### config.mk
export PLATFORM = sky130hd
export DESIGN_NAME = template_to_script_translator_core_flat
export DESIGN_NICKNAME = d
export VERILOG_FILES = /design/src/hw/rtl/ttst_pkg.sv /design/src/hw/rtl/ttst_ifs.sv /design/src/hw/rtl/template_to_script_translator_core.sv /design/src/hw/rtl/ttst_ctrl.sv /design/src/hw/rtl/ttst_emit.sv /design/src/flat_wrapper.sv
export SDC_FILE = /design/constraint.sdc
export NUM_CORES = 1
export LEC_CHECK = 0
export BUFFER_PORTS_ARGS = -buffer_cell sky130_fd_sc_hd__buf_4
export CORE_MARGIN = 2
export CORE_UTILIZATION = 60
export DETAILED_ROUTE_END_ITERATION = 8
export GPL_ROUTABILITY_DRIVEN = 0
export PLACE_DENSITY = 0.79
export SYNTH_ARGS = -nofsm -noshare
export SYNTH_HDL_FRONTEND = slang
export SYNTH_SLANG_ARGS = --single-unit
export TNS_END_PERCENT = 10
### constraint.sdc
create_clock -name clk -period 9.09 [get_ports clk]
set_clock_uncertainty 0.05 [all_clocks]
set_input_delay 1.818 -clock clk [delete_from_list [all_inputs] [get_ports clk]]
set_output_delay 1.818 -clock clk [all_outputs]
set_load 0.03 [all_outputs]
### src/hw/rtl/ttst_pkg.sv
// Shared types, character codes and microcode table of the template-to-script translator.
package ttst_pkg;

  localparam int PcW = 7;
  typedef logic [PcW-1:0] pc_t;
  typedef logic [7:0]     byte_t;

  localparam byte_t CH_QUOTE = 8'h22;
  localparam byte_t CH_CR    = 8'h0D;
  localparam byte_t CH_LF    = 8'h0A;
  localparam byte_t CH_LT    = 8'h3C;
  localparam byte_t CH_GT    = 8'h3E;
  localparam byte_t CH_PCT   = 8'h25;

  typedef enum logic {
    SRC_LIT,
    SRC_DATA
  } src_t;

  typedef enum logic [2:0] {
    C_NONE,
    C_ALWAYS,
    C_OPEN,
    C_CR,
    C_LF,
    C_QT,
    C_END,
    C_LT
  } cond_t;

  typedef struct packed {
    logic  emit;
    src_t  src;
    byte_t lit;
    cond_t cond;
    pc_t   target;
    logic  fin;
  } uword_t;

  typedef struct packed {
    logic  valid;
    logic  emit;
    logic  fin;
    byte_t data;
  } step_t;

  localparam pc_t A_END      = 7'd0;
  localparam pc_t A_PCT      = 7'd1;
  localparam pc_t A_PCTD     = 7'd2;
  localparam pc_t A_DAT      = 7'd3;
  localparam pc_t A_CRLF2    = 7'd4;
  localparam pc_t A_ENDCHK   = 7'd6;
  localparam pc_t A_CLS      = 7'd8;
  localparam pc_t A_TB       = 7'd11;
  localparam pc_t A_TB_CH    = 7'd24;
  localparam pc_t A_QDUP     = 7'd26;
  localparam pc_t A_TB_CR    = 7'd27;
  localparam pc_t A_TB_OPEN  = 7'd29;
  localparam pc_t A_CLS_CRLF = 7'd32;
  localparam pc_t A_LT       = 7'd51;
  localparam pc_t A_LT_CH    = 7'd62;

  function automatic uword_t mk(input logic e, input src_t s, input byte_t b,
                                input cond_t c, input pc_t t, input logic f);
    uword_t w;
    w.emit   = e;
    w.src    = s;
    w.lit    = b;
    w.cond   = c;
    w.target = t;
    w.fin    = f;
    return w;
  endfunction

  function automatic uword_t u_lit(input byte_t b, input logic f);
    return mk(1'b1, SRC_LIT, b, C_NONE, A_END, f);
  endfunction

  function automatic uword_t u_jump(input cond_t c, input pc_t t);
    return mk(1'b0, SRC_LIT, 8'h00, c, t, 1'b0);
  endfunction

  function automatic uword_t u_end();
    return mk(1'b0, SRC_LIT, 8'h00, C_NONE, A_END, 1'b1);
  endfunction

  function automatic uword_t urom(input pc_t a);
    uword_t w;
    unique case (a)
      7'd0:  w = u_end();
      7'd1:  w = u_lit(CH_PCT, 1'b1);
      7'd2:  w = u_lit(CH_PCT, 1'b0);
      7'd3:  w = mk(1'b1, SRC_DATA, 8'h00, C_NONE, A_END, 1'b1);
      7'd4:  w = u_lit(CH_CR, 1'b0);
      7'd5:  w = u_lit(CH_LF, 1'b1);
      7'd6:  w = u_jump(C_OPEN, A_CLS);
      7'd7:  w = u_end();
      7'd8:  w = u_lit(CH_QUOTE, 1'b0);
      7'd9:  w = u_lit(CH_CR, 1'b0);
      7'd10: w = u_lit(CH_LF, 1'b1);
      7'd11: w = u_jump(C_CR, A_TB_CR);
      7'd12: w = u_jump(C_LF, A_END);
      7'd13: w = u_jump(C_OPEN, A_TB_CH);
      7'd14: w = u_lit("s", 1'b0);
      7'd15: w = u_lit("o", 1'b0);
      7'd16: w = u_lit(".", 1'b0);
      7'd17: w = u_lit("w", 1'b0);
      7'd18: w = u_lit("r", 1'b0);
      7'd19: w = u_lit("i", 1'b0);
      7'd20: w = u_lit("t", 1'b0);
      7'd21: w = u_lit("e", 1'b0);
      7'd22: w = u_lit(" ", 1'b0);
      7'd23: w = u_lit(CH_QUOTE, 1'b0);
      7'd24: w = mk(1'b1, SRC_DATA, 8'h00, C_QT, A_QDUP, 1'b0);
      7'd25: w = u_end();
      7'd26: w = mk(1'b1, SRC_DATA, 8'h00, C_NONE, A_END, 1'b1);
      7'd27: w = u_jump(C_OPEN, A_CLS_CRLF);
      7'd28: w = u_end();
      7'd29: w = u_jump(C_CR, A_CLS_CRLF);
      7'd30: w = u_jump(C_LF, A_END);
      7'd31: w = u_jump(C_ALWAYS, A_TB_CH);
      7'd32: w = u_lit(CH_QUOTE, 1'b0);
      7'd33: w = u_lit(CH_CR, 1'b0);
      7'd34: w = u_lit(CH_LF, 1'b0);
      7'd35: w = u_lit("s", 1'b0);
      7'd36: w = u_lit("o", 1'b0);
      7'd37: w = u_lit(".", 1'b0);
      7'd38: w = u_lit("w", 1'b0);
      7'd39: w = u_lit("r", 1'b0);
      7'd40: w = u_lit("i", 1'b0);
      7'd41: w = u_lit("t", 1'b0);
      7'd42: w = u_lit("e", 1'b0);
      7'd43: w = u_lit(" ", 1'b0);
      7'd44: w = u_lit("v", 1'b0);
      7'd45: w = u_lit("b", 1'b0);
      7'd46: w = u_lit("C", 1'b0);
      7'd47: w = u_lit("r", 1'b0);
      7'd48: w = u_lit("L", 1'b0);
      7'd49: w = u_lit("f", 1'b0);
      7'd50: w = u_lit(CH_LF, 1'b1);
      7'd51: w = u_jump(C_OPEN, A_LT_CH);
      7'd52: w = u_lit("s", 1'b0);
      7'd53: w = u_lit("o", 1'b0);
      7'd54: w = u_lit(".", 1'b0);
      7'd55: w = u_lit("w", 1'b0);
      7'd56: w = u_lit("r", 1'b0);
      7'd57: w = u_lit("i", 1'b0);
      7'd58: w = u_lit("t", 1'b0);
      7'd59: w = u_lit("e", 1'b0);
      7'd60: w = u_lit(" ", 1'b0);
      7'd61: w = u_lit(CH_QUOTE, 1'b0);
      7'd62: w = mk(1'b1, SRC_LIT, CH_LT, C_END, A_CLS, 1'b0);
      7'd63: w = u_jump(C_LT, A_END);
      7'd64: w = u_jump(C_ALWAYS, A_TB_OPEN);
      default: w = u_end();
    endcase
    return w;
  endfunction

endpackage

### src/hw/rtl/ttst_ifs.sv
// Valid/ready channel interfaces for template input and script output.
interface ttst_in_if;
  logic       valid;
  logic       ready;
  logic [7:0] data_byte;
  logic       end_flag;

  modport source (output valid, output data_byte, output end_flag, input ready);
  modport sink (input valid, input data_byte, input end_flag, output ready);
endinterface

interface ttst_out_if;
  logic       valid;
  logic       ready;
  logic [7:0] out_byte;
  logic       last_of_run;

  modport source (output valid, output out_byte, output last_of_run, input ready);
  modport sink (input valid, input out_byte, input last_of_run, output ready);
endinterface

### src/hw/rtl/template_to_script_translator_core.sv
// Top level of the template-to-script translator: sequencer plus output stage.
// Throughput: one microcode step per cycle, at most one script byte per cycle, unless the
// output stage stalls the sequencer; the sequencer takes no new item until the final step
// of its current item's program is taken.
// Reset: rst_n (synchronous) returns to text mode, no line open, no lead byte held.
module template_to_script_translator_core
  import ttst_pkg::*;
(
  input  logic       clk,
  input  logic       rst_n,
  ttst_in_if.sink    in_ch,
  ttst_out_if.source out_ch
);

  step_t step;
  logic  ack;

  ttst_ctrl u_ctrl (
    .clk   (clk),
    .rst_n (rst_n),
    .in_ch (in_ch),
    .step  (step),
    .ack   (ack)
  );

  ttst_emit u_emit (
    .clk    (clk),
    .rst_n  (rst_n),
    .step   (step),
    .ack    (ack),
    .out_ch (out_ch)
  );

  a_accept_busy: assert property (@(posedge clk) disable iff (!rst_n)
    in_ch.valid && in_ch.ready |=> !in_ch.ready)
    else $error("sequencer did not start after a transaction");

  a_fin_idle: assert property (@(posedge clk) disable iff (!rst_n)
    step.valid && step.fin && ack |=> in_ch.ready)
    else $error("sequencer stayed busy after its final step");

  a_idle_no_step: assert property (@(posedge clk) disable iff (!rst_n)
    in_ch.ready |-> !step.valid)
    else $error("microcode step issued while idle");

endmodule

### src/hw/rtl/ttst_ctrl.sv
// Translator state, entry dispatch and microcode sequencer.
module ttst_ctrl
  import ttst_pkg::*;
(
  input  logic      clk,
  input  logic      rst_n,
  ttst_in_if.sink   in_ch,
  output step_t     step,
  input  logic      ack
);

  logic  mode_r, open_r, lead_r;
  logic  busy_r;
  pc_t   pc_r;
  byte_t data_r;
  logic  end_r;
  logic  open0_r;

  pc_t   entry;
  logic  mode_nxt, open_nxt, lead_nxt;
  logic  in_lt, in_pct, in_gt, in_cr, in_lf;
  logic  taken;
  logic  accept;
  uword_t w;

  assign in_ch.ready = !busy_r;
  assign accept      = in_ch.valid && !busy_r;

  assign in_lt  = (in_ch.data_byte == CH_LT);
  assign in_pct = (in_ch.data_byte == CH_PCT);
  assign in_gt  = (in_ch.data_byte == CH_GT);
  assign in_cr  = (in_ch.data_byte == CH_CR);
  assign in_lf  = (in_ch.data_byte == CH_LF);

  always_comb begin
    entry    = A_END;
    mode_nxt = mode_r;
    open_nxt = open_r;
    lead_nxt = lead_r;
    priority if (in_ch.end_flag) begin
      entry    = lead_r ? (mode_r ? A_PCT : A_LT) : A_ENDCHK;
      mode_nxt = 1'b0;
      open_nxt = 1'b0;
      lead_nxt = 1'b0;
    end else if (mode_r) begin
      if (lead_r) begin
        lead_nxt = 1'b0;
        if (in_gt) begin
          entry    = A_CRLF2;
          mode_nxt = 1'b0;
        end else begin
          entry = A_PCTD;
        end
      end else if (in_pct) begin
        lead_nxt = 1'b1;
      end else begin
        entry = A_DAT;
      end
    end else if (lead_r) begin
      lead_nxt = 1'b0;
      if (in_pct) begin
        entry    = A_ENDCHK;
        open_nxt = 1'b0;
        mode_nxt = 1'b1;
      end else begin
        entry = A_LT;
        if (in_lt) begin
          lead_nxt = 1'b1;
          open_nxt = 1'b1;
        end else begin
          open_nxt = !in_cr;
        end
      end
    end else if (in_lt) begin
      lead_nxt = 1'b1;
    end else begin
      entry = A_TB;
      if (in_cr) begin
        open_nxt = 1'b0;
      end else if (!in_lf) begin
        open_nxt = 1'b1;
      end
    end
  end

  assign w = urom(pc_r);

  always_comb begin
    unique case (w.cond)
      C_NONE:   taken = 1'b0;
      C_ALWAYS: taken = 1'b1;
      C_OPEN:   taken = open0_r;
      C_CR:     taken = (data_r == CH_CR);
      C_LF:     taken = (data_r == CH_LF);
      C_QT:     taken = (data_r == CH_QUOTE);
      C_END:    taken = end_r;
      C_LT:     taken = (data_r == CH_LT);
      default:  taken = 1'b0;
    endcase
  end

  assign step.valid = busy_r;
  assign step.emit  = w.emit;
  assign step.fin   = w.fin;
  assign step.data  = (w.src == SRC_DATA) ? data_r : w.lit;

  always_ff @(posedge clk) begin
    if (!rst_n) begin
      mode_r <= 1'b0;
      open_r <= 1'b0;
      lead_r <= 1'b0;
      busy_r <= 1'b0;
      pc_r   <= A_END;
    end else if (busy_r) begin
      if (ack) begin
        if (w.fin) begin
          busy_r <= 1'b0;
        end else begin
          pc_r <= taken ? w.target : pc_r + 7'd1;
        end
      end
    end else if (accept) begin
      mode_r  <= mode_nxt;
      open_r  <= open_nxt;
      lead_r  <= lead_nxt;
      busy_r  <= 1'b1;
      pc_r    <= entry;
    end
  end

  always_ff @(posedge clk) begin
    if (accept) begin
      data_r  <= in_ch.data_byte;
      end_r   <= in_ch.end_flag;
      open0_r <= open_r;
    end
  end

endmodule

### src/hw/rtl/ttst_emit.sv
// Hold stage and output register that mark the final byte of each run.
module ttst_emit
  import ttst_pkg::*;
(
  input  logic       clk,
  input  logic       rst_n,
  input  step_t      step,
  output logic       ack,
  ttst_out_if.source out_ch
);

  logic  hold_v_r;
  byte_t hold_r;
  logic  flush_r;
  logic  out_v_r;
  byte_t out_byte_r;
  logic  out_last_r;

  logic  can_push;
  logic  push_req;
  logic  push;
  byte_t push_byte;
  logic  push_last;

  assign can_push = !out_v_r || out_ch.ready;
  assign push_req = (hold_v_r && (step.emit || step.fin)) ||
                    (!hold_v_r && step.emit && step.fin);
  assign ack      = step.valid && !flush_r && (!push_req || can_push);

  always_comb begin
    push      = 1'b0;
    push_byte = hold_r;
    push_last = 1'b0;
    if (flush_r) begin
      push      = can_push;
      push_last = 1'b1;
    end else if (ack && push_req) begin
      push = 1'b1;
      if (!hold_v_r) begin
        push_byte = step.data;
        push_last = 1'b1;
      end else begin
        push_last = step.fin && !step.emit;
      end
    end
  end

  always_ff @(posedge clk) begin
    if (!rst_n) begin
      hold_v_r <= 1'b0;
      flush_r  <= 1'b0;
      out_v_r  <= 1'b0;
    end else begin
      if (flush_r) begin
        if (can_push) begin
          hold_v_r <= 1'b0;
          flush_r  <= 1'b0;
        end
      end else if (ack) begin
        if (step.emit && step.fin) begin
          hold_v_r <= hold_v_r;
          flush_r  <= hold_v_r;
        end else if (step.emit) begin
          hold_v_r <= 1'b1;
        end else if (step.fin) begin
          hold_v_r <= 1'b0;
        end
      end
      if (push) begin
        out_v_r <= 1'b1;
      end else if (out_ch.ready) begin
        out_v_r <= 1'b0;
      end
    end
  end

  always_ff @(posedge clk) begin
    if (!flush_r && ack && step.emit && (hold_v_r || !step.fin)) begin
      hold_r <= step.data;
    end
    if (push) begin
      out_byte_r <= push_byte;
      out_last_r <= push_last;
    end
  end

  assign out_ch.valid       = out_v_r;
  assign out_ch.out_byte    = out_byte_r;
  assign out_ch.last_of_run = out_last_r;

endmodule
### src/flat_wrapper.sv
// flat-port wrapper written by rule: the top's interface ports become plain ports
module template_to_script_translator_core_flat import ttst_pkg::*;
  (clk, rst_n, in_ch_valid, in_ch_data_byte, in_ch_end_flag, in_ch_ready, out_ch_valid, out_ch_out_byte, out_ch_last_of_run, out_ch_ready);
  ttst_in_if in_ch_i ();
  ttst_out_if out_ch_i ();
  input  logic clk;
  input  logic rst_n;
  input wire logic [$bits(in_ch_i.valid)-1:0] in_ch_valid;
  input wire logic [$bits(in_ch_i.data_byte)-1:0] in_ch_data_byte;
  input wire logic [$bits(in_ch_i.end_flag)-1:0] in_ch_end_flag;
  output wire logic [$bits(in_ch_i.ready)-1:0] in_ch_ready;
  output wire logic [$bits(out_ch_i.valid)-1:0] out_ch_valid;
  output wire logic [$bits(out_ch_i.out_byte)-1:0] out_ch_out_byte;
  output wire logic [$bits(out_ch_i.last_of_run)-1:0] out_ch_last_of_run;
  input wire logic [$bits(out_ch_i.ready)-1:0] out_ch_ready;
  assign in_ch_i.valid = in_ch_valid;
  assign in_ch_i.data_byte = in_ch_data_byte;
  assign in_ch_i.end_flag = in_ch_end_flag;
  assign in_ch_ready = in_ch_i.ready;
  assign out_ch_valid = out_ch_i.valid;
  assign out_ch_out_byte = out_ch_i.out_byte;
  assign out_ch_last_of_run = out_ch_i.last_of_run;
  assign out_ch_i.ready = out_ch_ready;
  template_to_script_translator_core u_core (.clk(clk), .rst_n(rst_n), .in_ch(in_ch_i), .out_ch(out_ch_i));
endmodule
# After elaboration in Yosys (flattened, before gate mapping)
# Memories as Yosys holds them, arrays and structs flattened. A register that Yosys moved wholly into a read port is not among the register bits.
# Index checks and enable logic that the tools add are counted.
[op_classes]
mux = 62
eq_ne = 23
n_addsub = 1
reduce_logical = 34
bitwise_logic = 1
[ops]
columns = ["cell", "count"]
rows = [
  ["2-to-1 mux 7 bit", 11],
  ["== test 8 x 6 -> 1 bit (second input constant)", 5],
  ["2-to-1 mux 1 bit", 40],
  ["== test 8 x 4 -> 1 bit (second input constant)", 4],
  ["2-to-1 mux 8 bit", 4],
  ["2-to-1 mux 6 bit", 3],
  ["== test 3 bit (second input constant)", 4],
  ["logical AND 1 bit", 12],
  ["logical NOT 1 bit", 8],
  ["!= test 2 bit (second input constant)", 4],
  ["one-hot mux 1 bit (8 select lines)", 1],
  ["adder 7 x 1 -> 7 bit (second input constant)", 1],
  ["== test 3 x 2 -> 1 bit (second input constant)", 2],
  ["nonzero test 2 bit", 3],
  ["logical OR 1 bit", 5],
  ["AND reduction 5 bit", 1],
  ["2-to-1 mux 4 bit", 1],
  ["!= test 4 bit (second input constant)", 1],
  ["AND reduction 4 bit", 1],
  ["== test 3 x 1 -> 1 bit (second input constant)", 1],
  ["logical NOT 3 bit", 1],
  ["2-to-1 mux 3 bit", 1],
  ["!= test 3 bit (second input constant)", 1],
  ["AND reduction 3 bit", 1],
  ["5 further kinds", 5],
]
[word_totals]
memories = 1
input_bits = 13
out_inout_bits = 11
regBits = 41
elab_cells = 136
romBits = 2432
[mem_list]
columns = ["name", "depth", "word_bits", "rd", "rd_clocked_by_memory_dff", "wr", "line_no", "text"]
rows = [
  ["(name not given)", 128, 19, 1, 1, 0, "ttst_pkg.sv:89", "unique case (a)"],
]

# Depth between registers and ports, before layout
[depth]
word_depth = 11
depth_mapped = 16
depth_no_buf = 12

# Hierarchy
# Synthesis repeated with hierarchy kept, for this count alone.
[hier_totals]
cells_unflattened = 429
hier_area_um2 = 3848.7
[by_module_without_submodules]
columns = ["module", "seq_area_each_um2", "n_inst", "cells_each", "area_per_inst_um2"]
rows = [
  ["ttst_ctrl", 900.9, 1, 374, 2956.6],
  ["ttst_emit", 570.5, 1, 55, 892.1],
]

# Worst setup path before layout
# OpenSTA, ideal clock, no wires.
[synth_path]
kind = "in2reg"
startpoint = "input port in_ch_data_byte[1]"
endpoint = "register, netlist name u_core.u_ctrl.w[14]"
stages = 12
n_path_buf = 2
setup_time_ns = 0.086
arrival_ns = 4.462
slack_ns = 4.492
t_required_ns = 8.954
cell_sequence = "or3_1 or4_1 nor2_1 o31ai_1 o31ai_4 buf_2 ha_1 clkbuf_1 nand2b_1 a31oi_1 a32o_1 a211oi_1"
[synth_between]
elab_chain_len = 9
elab_cells_between_ends = 15
classes_between = "eq/ne: 3; mux: 12"
[synth_lines]
columns = ["item", "line_no", "text"]
rows = [
  ["start: declaration", "flat_wrapper.sv:9", "input wire logic [$bits(in_ch_i.data_byte)-1:0] in_ch_data_byte;"],
  ["== test 8 x 6 -> 1 bit, on equally long branches", "ttst_ctrl.sv:29, ttst_ctrl.sv:30, ttst_ctrl.sv:31", ""],
  ["2-to-1 mux 4 bit (tied with other cells)", "ttst_ctrl.sv:74", "end else if (in_lt) begin"],
  ["2-to-1 mux 7 bit, on equally long branches", "ttst_ctrl.sv:59, ttst_ctrl.sv:46", ""],
  ["2-to-1 mux 7 bit (*)", "ttst_ctrl.sv:45", "end else if (mode_r) begin"],
  ["2-to-1 mux 7 bit (*)", "ttst_ctrl.sv:40", "priority if (in_ch.end_flag) begin"],
  ["2-to-1 mux 7 bit (*)", "ttst_ctrl.sv:122", "end else if (accept) begin"],
  ["2-to-1 mux 7 bit (*)", "ttst_ctrl.sv:114", "end else if (busy_r) begin"],
  ["2-to-1 mux 7 bit (no source line) (*) (2 in series)", "--", ""],
]
# Mark *: on every way between the ends. The rest lies on a longest branch, timed or not. The select of a mux whose other input is x is not followed.
# A chain may end at the register's enable or synchronous reset.

# Worst setup path after layout
[layout_path]
startpoint = "input port in_ch_data_byte[1]"
endpoint = "register, netlist name u_core.u_ctrl.w[0]"
[layout_between]
elab_chain_len = 9
elab_cells_between_ends = 15
classes_between = "eq/ne: 3; mux: 12"
[layout_lines]
columns = ["item", "line_no"]
rows = [
  ["== test 8 x 6 -> 1 bit, on equally long branches", "ttst_ctrl.sv:29, ttst_ctrl.sv:30, ttst_ctrl.sv:31"],
  ["2-to-1 mux 4 bit (tied with other cells)", "ttst_ctrl.sv:74"],
  ["2-to-1 mux 7 bit, on equally long branches", "ttst_ctrl.sv:59, ttst_ctrl.sv:46"],
  ["2-to-1 mux 7 bit (*)", "ttst_ctrl.sv:45"],
  ["2-to-1 mux 7 bit (*)", "ttst_ctrl.sv:40"],
  ["2-to-1 mux 7 bit (*)", "ttst_ctrl.sv:122"],
  ["2-to-1 mux 7 bit (*)", "ttst_ctrl.sv:114"],
  ["2-to-1 mux 7 bit (no source line) (*) (2 in series)", "--"],
]
# Marks and branches as above.

==> summary.txt <==
Route
  • DRT Pass-1 Iters: 6
  • Routed length per placed instance: 19.0 um
  • WL met2: approximately 4.4 mm
  • Initial drt markers: roughly 360
  • DR vias/cell: between 6 and 7
  • ANT nets after route: 0
  • Detailed Route WL: 10.0 mm
  • Drt drc: 0
  • Wire length on met3: roughly 1.1 mm
  • Top layer in use: met4
  • Vias: 3561
  • Post-Route M1 WL: 4.37 mm

Critical path
  • CP Cell Sequence: buf_4, or3_1, or4_1, nor2_1, o31ai_1, o31ai_4, ha_1, nand2_2, or4_1, o21ai_2, nor2_1
  • WP data required: 9270 ps
  • Critical path class: in -> reg
  • Arrival time at the worst endpoint: about 5200 ps
  • Max stage delay on crit path: 660 ps
  • Worst-path maximum fanout: 17
  • Worst path bufs/invs: 1
  • Cell family with most CP delay: simple AND/OR/NAND/NOR gates
  • Slowest CP cell: o31ai_4
  • Worst setup SP type: primary input
  • Critical Path End Type: flop

Floorplan
  • Die area: 7220 um2
  • Top Ports: 24
  • Die span in y: about 85 um
  • Area of the core: 6350 um2
  • Initial Utilization: roughly three fifths
  • Placement Rows: 29
  • Die X-Extent: around 85 um

Placement
  • Placed Cells: 512
  • Pre-CTS WS: ~3800 ps
  • Port Buf Inserts: 23
  • Hpwl dp: 7.24 mm

STA
  • Fmax: 0.199 GHz
  • Slew margin rel.: 38.4%
  • Endpoints failing setup: 0
  • WHS: 400 ps
  • Slew Viols, Final: 0
  • Hold Fails Final Rpt: 0
  • Clock period minus worst slack: ~5000 ps
  • Tcrit/Tclk final: 55.4%
  • Slew @ Worst Pin: 923 ps
  • RSZ-0062 raised after global routing: false
  • Fin Setup TNS: 0 ps
  • Post-route setup slack: 4050 ps

Yosys
  • Most numerous cell in the Yosys netlist: nand2_1
  • Synth area leader: edfxtp_1
  • Fraction of registers with async set/reset: 0%
  • Post-synth EDFFs: 27
  • Post-Synthesis Net Count: 457
  • Cells after Synth: between 400 and 500
  • Ys Warns: 0
  • Top cell type's share of synthesized area: 20.6%
  • Syn avg cell area: 9.04 um2
  • Synth Cell Area: between 3000 and 4000 um2
  • Sequential area share after synthesis: 37.4%
  • Top_reg_cell synth: dfxtp_1
  • Cell variety after synth: 88
  • Top cells by count, synth: 47 x nand2_1, 36 x nor2_1, 33 x dfxtp_1
  • Synth top area cells: edfxtp_1 21%, dfxtp_1 17%, nand2_1 4.5%, mux2_2 4.3%, nor2_1 3.4%
  • Yosys reg bits: 60

Global route
  • GRT Resource Usage Total: 28.7%
  • Largest net degree at the start of global routing: 27
  • Gr ovfl total: 0
  • Antenna violations before repair: 0
  • First-pass GRT wire length: 16.4 mm
  • Vias in the first global route: about 3.2k

Cells and area
  • Final #Nets: 468
  • P&R area growth vs syn: 8.75%
  • Fill cell count: 519
  • Non-Filler Instances: 527
  • # diodes: 0
  • Layout cells sized above 1: 17.8%

Clocking
  • H-tree Lvls: 3
  • Hold buffer count at CTS: 0
  • Clock slew seen by the registers of the worst setup and hold paths: 60 ps
  • CTS tree: yes
  • Clock sinks: 60
  • Worst skew pair latency: approximately 340 ps
  • Inserted Clock Buffers: 9
  • Resized Gates After CTS: 0
  • CTS max path bufs: 2
  • Root Driver: clkbuf_8
  • Post-CTS Setup Repair Bufs: 0

Power
  • Final Power: 0.882 mW
  • PD cells: 206 nW/um2
  • Worst-case vdd ir drop: about 0.13 mV
  • Leak: ~1.6 nW

Hold path
  • Min-Delay Path Class: reg -> reg

Status
  • Status: complete, no violations

Run
  • Max-cap violations: 0
-- worst register-to-register path, stage by stage (launching register included) --
cell and delay, ps:
dfxtp_1 740, nand2b_1 440, inv_2 220, a21oi_1 420
nand2_1 120, o211ai_2 90, o21a_1 760, inv_4 290
a21oi_1 200, a211oi_1 70, a2111oi_1 460, a211o_1 190
-- final timing paths --
kind                              from               endpoint  slack, ps  depth (start not counted)
hold reg to reg   u_core.u_ctrl.open_r  u_core.u_ctrl.open0_r        400                          0
setup reg to reg  u_core.u_ctrl.busy_r    u_core.u_ctrl.w[17]       4980                         11
setup / recovery    in_ch_data_byte[1]     u_core.u_ctrl.w[0]       4050                         11
hold / removal    u_core.u_ctrl.open_r  u_core.u_ctrl.open0_r        400                          0
-- placed cells by master, fill, tap and decap left out, types with 3 or more instances in the layout --
master    Yosys  routed
edfxtp_1     27      27
nor2_1       36      36
ha_1          9       9
a211oi_1      7       7
or4_1         3       3
a22oi_1       4       4
clkinv_2      0       3
nand2_1      47      47
nor3_1        5       5
or3_1         5       5
and2_1        4       4
nand3_1      15      15
mux2_2       15      15
nor2b_1       5       5
and3_1        7       7
nand4_1       5       5
clkbuf_8      0      10
o221ai_1      5       5
o21a_1        4       4
nor3b_1       3       3
a21oi_1      24      24
nor4_1        4       4
o211ai_1      7       7
mux2i_1       4       4
o21ai_0      18      18
a31oi_1       6       6
o21ai_1       3       3
inv_1        13      13
buf_4         2      24
o21ai_2       4       4
o22ai_1       5       5
dfxtp_1      33      33
a211o_1       3       3
xnor2_1       5       5
o31ai_1       4       4
nand2b_1      6       6
o41ai_1       4       4
and4b_1       3       3
-- power breakdown --
| group | internal (mW) | switching, mW | total (mW) | leakage [nW] |
|---|---|---|---|---|
| combinational | 0.110 | 0.181 | 0.290 | 1.01 |
| clock | 0.131 | 0.102 | 0.232 | 0.0979 |
| sequential | 0.329 | 0.0305 | 0.359 | 0.524 |
-- registers in the layout, summed over array words and instances, names as in the netlist, 7 cells and up --
register	flops
u_core.u_ctrl.w	19
u_core.u_ctrl.data_r	8
u_core.u_emit.hold_r	8
u_core.u_emit.out_ch.out_byte	8
u_core.u_ctrl.pc_r	7
-- routing by layer --
metal	up-vias	track usage [%]
li1	1684	-
met1	1636	42.0
met4	0	8.23
met2	220	41.2
met5	-	0
met3	21	8.66
-- kinds of logic (layout without fill, tap and decap cells) --
group                    Yosys count  in the layout  synth area share, %
adder cells (fa/ha/maj)           10             10                 3.12
flip-flops                        60             60                 37.4
AO/OA/AOI/OAI                    131            131                 25.2
buffers and inverters             41             56                 4.87
multiplexers                      19             19                 5.31
XOR/XNOR                           7              7                 1.56
AND/OR/NAND/NOR                  167            167                 22.6
-- per-stage QoR --
step                instance area [um2]  util [%]
finish                             4280      67.4
global route                       4280      67.4
CTS                                4280      67.4
detailed placement                 4090      64.4
global placement                   4090      64.4
floorplan                          3930         -
-- final cells by class --
cell class                      count  area [um2]  area share, %
Multi-Input combinational cell    334        2270           53.1
Sequential cell                    60        1470           34.4
Timing Repair Buffer               24         180           4.21
Clock buffer                       10         138           3.22
Tap cell                           77        96.3           2.25
Inverter                           17        68.8           1.61
Clock inverter                      5        52.6           1.23
Note: power is estimated with default switching activity, not from simulation.
